==> src/hw/rtl/ape_pkg.sv <==
// Shared types, constants and small helpers for the Arrhenius property evaluator.
// No dependencies; every RTL file of the block imports this package.
`default_nettype none

package ape_pkg;

    // Fixed-point formats.
    localparam int FRAC_BITS      = 24;
    localparam int TEMP_FRAC_BITS = 16;
    localparam int ACT_FRAC       = 12;
    localparam int LOG_FRAC       = 30;

    // Constants in fixed point.
    localparam logic [27:0] LN2_Q28   = 28'd186065279;
    localparam logic [29:0] LN2_Q30   = 30'd744261118;
    localparam logic [30:0] LOG2E_Q30 = 31'd1549082005;

    // Activation quotient: Tact * 2^DIV_SHIFT / T, capped at 2^CAP_LOG.
    localparam int DIV_SHIFT = TEMP_FRAC_BITS + FRAC_BITS - ACT_FRAC;
    localparam int CAP_LOG   = 40;
    localparam int QUOT_BITS = CAP_LOG + 1;

    // Width of the power term n*ln(T).
    localparam int NT_W = 42;

    localparam int EXP_TERMS = 12;

    // Pipeline depths of the back-end units.
    localparam int POW_LAT   = LOG_FRAC + 5;
    localparam int DIV_LAT   = QUOT_BITS + 1;
    localparam int EXP_LAT   = 3 * EXP_TERMS + 4;
    localparam int TOTAL_LAT = DIV_LAT + 1 + EXP_LAT;

    typedef enum logic [1:0] {
        REG_LOG_PREFACTOR   = 2'd0,
        REG_TEMP_EXPONENT   = 2'd1,
        REG_ACTIVATION_TEMP = 2'd2,
        REG_VISCOSITY_MODE  = 2'd3
    } cfg_reg_t;

    // One queued item from the front end.
    typedef struct packed {
        logic        vld;
        logic        zero;
        logic [31:0] temp;
    } ape_item_t;

    // Reciprocal floor(2^32 / k) for the Taylor series divisions.
    function automatic logic [32:0] recip(input int k);
        logic [32:0] r;
        case (k)
            1:       r = 33'h1_0000_0000;
            2:       r = 33'd2147483648;
            3:       r = 33'd1431655765;
            4:       r = 33'd1073741824;
            5:       r = 33'd858993459;
            6:       r = 33'd715827882;
            7:       r = 33'd613566756;
            8:       r = 33'd536870912;
            9:       r = 33'd477218588;
            10:      r = 33'd429496729;
            11:      r = 33'd390451572;
            12:      r = 33'd357913941;
            default: r = 33'd0;
        endcase
        return r;
    endfunction

endpackage

`default_nettype wire

==> src/hw/rtl/ape_front.sv <==
// Front end: accepts temperature samples, flags zero temperature, queues them.
// Depends on ape_pkg.
`default_nettype none

module ape_front
    import ape_pkg::*;
(
    input  wire logic        clk,
    input  wire logic        rst_n,
    input  wire logic        start,
    input  wire logic [31:0] temperature,
    output logic             busy,
    output ape_item_t        item
);

    logic [31:0] temp_q [0:1];
    logic        zero_q [0:1];
    logic        wr_ptr_reg, wr_ptr_next;
    logic        rd_ptr_reg, rd_ptr_next;
    logic [1:0]  count_reg, count_next;
    logic        push, pop;

    assign busy = (count_reg == 2'd2);
    assign push = start && !busy;
    // The back end never stalls, so the head leaves as soon as it is there.
    assign pop  = (count_reg != 2'd0);

    assign item.vld  = pop;
    assign item.temp = temp_q[rd_ptr_reg];
    assign item.zero = zero_q[rd_ptr_reg];

    always_comb
    begin
        wr_ptr_next = push ? !wr_ptr_reg : wr_ptr_reg;
        rd_ptr_next = pop ? !rd_ptr_reg : rd_ptr_reg;
        count_next  = count_reg + {1'b0, push} - {1'b0, pop};
    end

    always_ff @(posedge clk or negedge rst_n)
    begin
        if (!rst_n)
        begin
            wr_ptr_reg <= 1'b0;
            rd_ptr_reg <= 1'b0;
            count_reg  <= 2'd0;
        end
        else
        begin
            wr_ptr_reg <= wr_ptr_next;
            rd_ptr_reg <= rd_ptr_next;
            count_reg  <= count_next;
        end
    end

    always_ff @(posedge clk)
    begin
        if (push)
        begin
            temp_q[wr_ptr_reg] <= temperature;
            zero_q[wr_ptr_reg] <= (temperature == 32'd0);
        end
    end

    a_count_max: assert property (@(posedge clk) disable iff (!rst_n)
        count_reg <= 2'd2)
        else $error("queue count beyond depth");

    a_count_up: assert property (@(posedge clk) disable iff (!rst_n)
        push && !pop |=> count_reg == $past(count_reg) + 2'd1)
        else $error("queue count lost a transfer");

    // The head leaves every cycle, so the queue never fills.
    a_never_busy: assert property (@(posedge clk) disable iff (!rst_n)
        !busy)
        else $error("queue filled although the back end never stalls");

endmodule

`default_nettype wire

==> config.mk <==
export PLATFORM = sky130hd
export DESIGN_NAME = ape_front
export DESIGN_NICKNAME = d
export VERILOG_FILES = /design/src/hw/rtl/ape_pkg.sv /design/src/hw/rtl/ape_front.sv
export SDC_FILE = /design/constraint.sdc
export NUM_CORES = 1
export LEC_CHECK = 0
export BUFFER_PORTS_ARGS = -buffer_cell sky130_fd_sc_hd__buf_4
export CAP_MARGIN = 25
export CORE_AREA = 2 2 74 76
export DETAILED_ROUTE_END_ITERATION = 12
export DIE_AREA = 0 0 76 78
export PLACE_DENSITY = 0.9
export SYNTH_ARGS = -nofsm -noshare
export SYNTH_HDL_FRONTEND = slang
export SYNTH_SLANG_ARGS = --single-unit
==> constraint.sdc <==
create_clock -name clk -period 4.3 [get_ports clk]
set_clock_uncertainty 0.05 [all_clocks]
set_input_delay 0.645 -clock clk [delete_from_list [all_inputs] [get_ports clk]]
set_output_delay 0.645 -clock clk [all_outputs]
set_load 0.05 [all_outputs]
# Word-level counts from Yosys, hierarchy flattened
# Memories as Yosys holds them, arrays and structs flattened.
# Index checks and enable logic that the tools add are counted.
# Widths: inputs -> output; s select.
word_totals:
  mem_bits_rw: 66
  reg_bits: 4
  inputBits: 35
  wordCells: 16
  mem_count: 2
  out_inout_bits: 35
classes:
  n_eq_ne: 1
  mux: 2
  reduce_logical: 6
  addsub: 2
memory_table:
  columns: ["memory", "depth", "word_bits", "read_ports", "rd_ports_with_merged_regs", "wr", "line_no", "source"]
  rows:
  - ["temp_q", 2, 32, 1, 0, 1, "ape_front.sv:16", "logic [31:0] temp_q [0:1];"]
  - ["zero_q", 2, 1, 1, 0, 1, "ape_front.sv:17", "logic zero_q [0:1];"]
op_table:
  columns: ["cell", "count"]
  rows:
  - ["$logic_not 32->1", 1]
  - ["$logic_not 1->1", 3]
  - ["$add 2x1->2", 1]
  - ["$eq 2x2->1 const B", 1]
  - ["$mux 1", 2]
  - ["$reduce_bool 2->1", 1]
  - ["$sub 2x1->2", 1]
  - ["$logic_and 1x1->1", 1]

# Logic depth before layout (Yosys ltp)
logic_depth:
  word_depth: 5
  ltp_mapped: 3
  ltp_nobuf: 3

# Least setup slack after synthesis
# OpenSTA, ideal clock, no wires.
synth_timing:
  path_type: "input to register"
  from: "in start"
  to: "mem temp_q[0][0] (enable)"
  n_path_buf: 0
  arrival_time_ps: 2114
  setup_time_ps: 423
  stages: 2
  slack_ps: 1713
  required_ps: 3827
  cell_sequence: "nand2_1 nor2_1"
synth_between:
  elab_chain_cells: 3
synth_lines:
  columns: ["item", "line_no", "source"]
  rows:
  - ["start, declared", "ape_front.sv:10", "input wire logic start,"]
  - ["$logic_and 1x1->1", "ape_front.sv:24", "assign push = start && !busy;"]
  - ["$mux 1", "ape_front.sv:57", "if (push)"]
  - ["$mux 1 (implied by the code)", "ape_front.sv:59", "temp_q[wr_ptr_reg] <= temperature;"]
  - ["end, declared", "ape_front.sv:16", null]
# No other way between the ends.

==> impl_metrics.ini <==
[sta]
fin_tns_setup_ps = 0
maxSlewViolCount = 0
max-slew-margin-rel = 0.3074
period_needed_ps = 2689
max_freq_ghz = 0.3718
worst_slew_pin_slew_ps = 1039
rsz0062_at_grt = no
hold_violations = 0
holdWs_ps = 46.51
period_share = 0.6254
setup_violations = 0

[finish]
seq_area_um2 = 2083
finalInstanceArea_um2 = 3491
largest_register_ff_count = 64
multi_input_area_um2 = 610.6
fillCellCount = 330
num-nets-final = 240
num_antenna_cells = 0
drive_gt1_frac = 0.5571
syn2layout_area_growth_pct = 26.13

[setup_path]
start_kind = flip-flop
cp_max_fo = 34
worst_ep_required_time_ps = 3610
worstPathArrival_ps = 1990
worstSetupEndpointType = output pin
timing_worst_setup_path_type = reg2out

[route]
drt_pre_antenna_iters = 4
vias_per_cell = 5.093
ant_nets = 0
first_iter_violations = 68
avgRoutedWirePerCell_um = 16.58
vias = 1426
drc = 0
route.final.wire_length_mm = 4.643

[flow_run]
drv_cap = 0

[pwr]
worst_ir_drop_vdd_v = 0.0005628
p_sw_uw = 977.6
p_int_mw = 1.575
p_total_mw = 2.553
pwr-share-seq = 0.399
combPwrFrac = 0.414
leakage_nw = 1.390
switching_share = 0.3829
clkPwrFrac = 0.187
power_density_nw_per_um2 = 731.3

[run_status]
status = finished clean

[synth]
ys_ff_latch = 70
yosysSeqAreaShare = 0.7523
synthTopCellsByCount = 66 x edfxtp_1, 29 x mux2_4, 8 x nor4_1, 4 x dfrtp_1, 4 x mux2_2
synth_top_cells_by_area = edfxtp_1 72%, mux2_4 16%, dfrtp_1 3.6%
synth-edff-count = 66
synth_cell_types = 18
syn_avg_cell_area_um2 = 21.45
synth.top_cell.area_share = 0.7161
netlist_instances = 129
synth_most_common_cell = edfxtp_1
syn_nets = 164
async_reset_ff_frac = 0.05714
syn_area_um2 = 2768
synth_area_leader_cell = edfxtp_1
synthFlopType = edfxtp_1
yosysWarningCount = 0

[global_route]
grt_pass1_wl_mm = 7.334
antenna_found_initial = 0
grt_usage = 0.1668
globalRouteOverflowTotal = 0
grt_max_degree = 35
grt_pass1_vias = 1498

[floorplan]
placeableCoreArea_um2 = 5042
placementRows = 26
die_w_um = 76
io_pins = 70
start_util = 0.5489
die_area_um2 = 5928
die_y_um = 78

[placement]
dpl.hpwl_mm = 3.109
io_buffer_count = 69
place.gp.congestion = 0.6672
placed_area_um2 = 3311

[cts]
post_cts_buffers = 0
cts_num_sinks = 70
tritoncts = yes
clockBufferDepth = 2
cts_root_buf = clkbuf_8
cts_max_level = 3
cts_hold_buffers = 0
cts_buffers = 9
cts_resized = 0
clkLatencyLatePin_ps = 330
path_clk_slew_ps = 60

[hold_path]
hp-class = in2async
==> worst max-delay path: stages, from the launching register on <==
cell     delay, ps
dfrtp_2       1050
mux2_2         420
buf_4          190
==> per-stage QoR <==
step	setup slack, ps	cells	utilization
2_1_floorplan	1713	129	-
3_5_place_dp	1956	264	0.6566
5_1_grt	1511	280	0.6923
6_report	1611	280	0.6923
3_3_place_gp	1956	264	0.6566
4_1_cts	1586	280	0.6923
==> per-layer routing <==
metal	global-route usage	vias up	part of all wire	wire length [um]
li1	-	661	-	-
met1	0.1958	699	0.40	1875
met2	0.2679	57	0.51	2348
met3	0.06395	9	0.071	328
met4	0.08909	0	0.019	90
met5	0	-	0	0
==> cell families after synthesis <==
group | share of synthesized area
buf+inv | 0.02984
mux | 0.1736
flops | 0.7523
simple gates | 0.03798
xor+xnor | 0.006330
==> layout make-up <==
cell class | count | share of cell area
flip-flops and latches | 70 | 0.5968
multi-input cells | 53 | 0.1749
repair buffers | 70 | 0.1505
clock buffers | 10 | 0.03656
well taps | 70 | 0.02509
clock inverters | 6 | 0.01505
inverters | 1 | 0.001075
==> path summary, 6_finish.rpt <==
kind / start / end / slack (ps) / cells after the start
min in group clk: temperature[1] / temp_q[0][1] / 450 / 1
worst min-delay path: rst_n / rd_ptr_reg / 50 / 1
max in group asynchronous: rst_n / rd_ptr_reg / 4040 / 1
worst min register to register: count_reg[0] / count_reg[1] / 450 / 1
worst max-delay path: rd_ptr_reg / item[1] / 1610 / 2
worst max register to register: count_reg[1] / temp_q[0][9] / 2450 / 3
==> power groups by stage <==
stage | clock network, mW | registers [mW] | logic, mW
after floorplan | 0 | 0.940 | 0.929
after global placement | 0 | 1.02 | 1.05
after detailed placement | 0 | 1.03 | 1.06
after CTS | 0.491 | 1.02 | 1.07
after global routing | 0.513 | 1.04 | 1.10
final | 0.478 | 1.02 | 1.06
==> cell usage in the layout (no fill, tap or decap) <==
| master | synthesis | layout |
|---|---|---|
| dfrtp_1 | 4 | 3 |
| nor2_1 | 2 | 1 |
| xor2_1 | 1 | 1 |
| clkbuf_8 | 0 | 9 |
| mux2_4 | 29 | 29 |
| buf_4 | 1 | 70 |
| nor2_4 | 0 | 1 |
| clkinv_1 | 0 | 4 |
| clkinvlp_4 | 0 | 1 |
| or2_2 | 1 | 1 |
| xnor2_1 | 1 | 1 |
| nor4_1 | 8 | 8 |
| and2_1 | 1 | 1 |
| nand2_1 | 1 | 1 |
| dfrtp_2 | 0 | 1 |
| nand4_1 | 2 | 2 |
| and3_1 | 1 | 1 |
| inv_1 | 1 | 1 |
| bufinv_16 | 0 | 1 |
| clkbuf_1 | 0 | 1 |
| edfxtp_1 | 66 | 66 |
| mux2_2 | 4 | 4 |
| nand2b_1 | 2 | 2 |
Power figures use the tool's default switching activity.
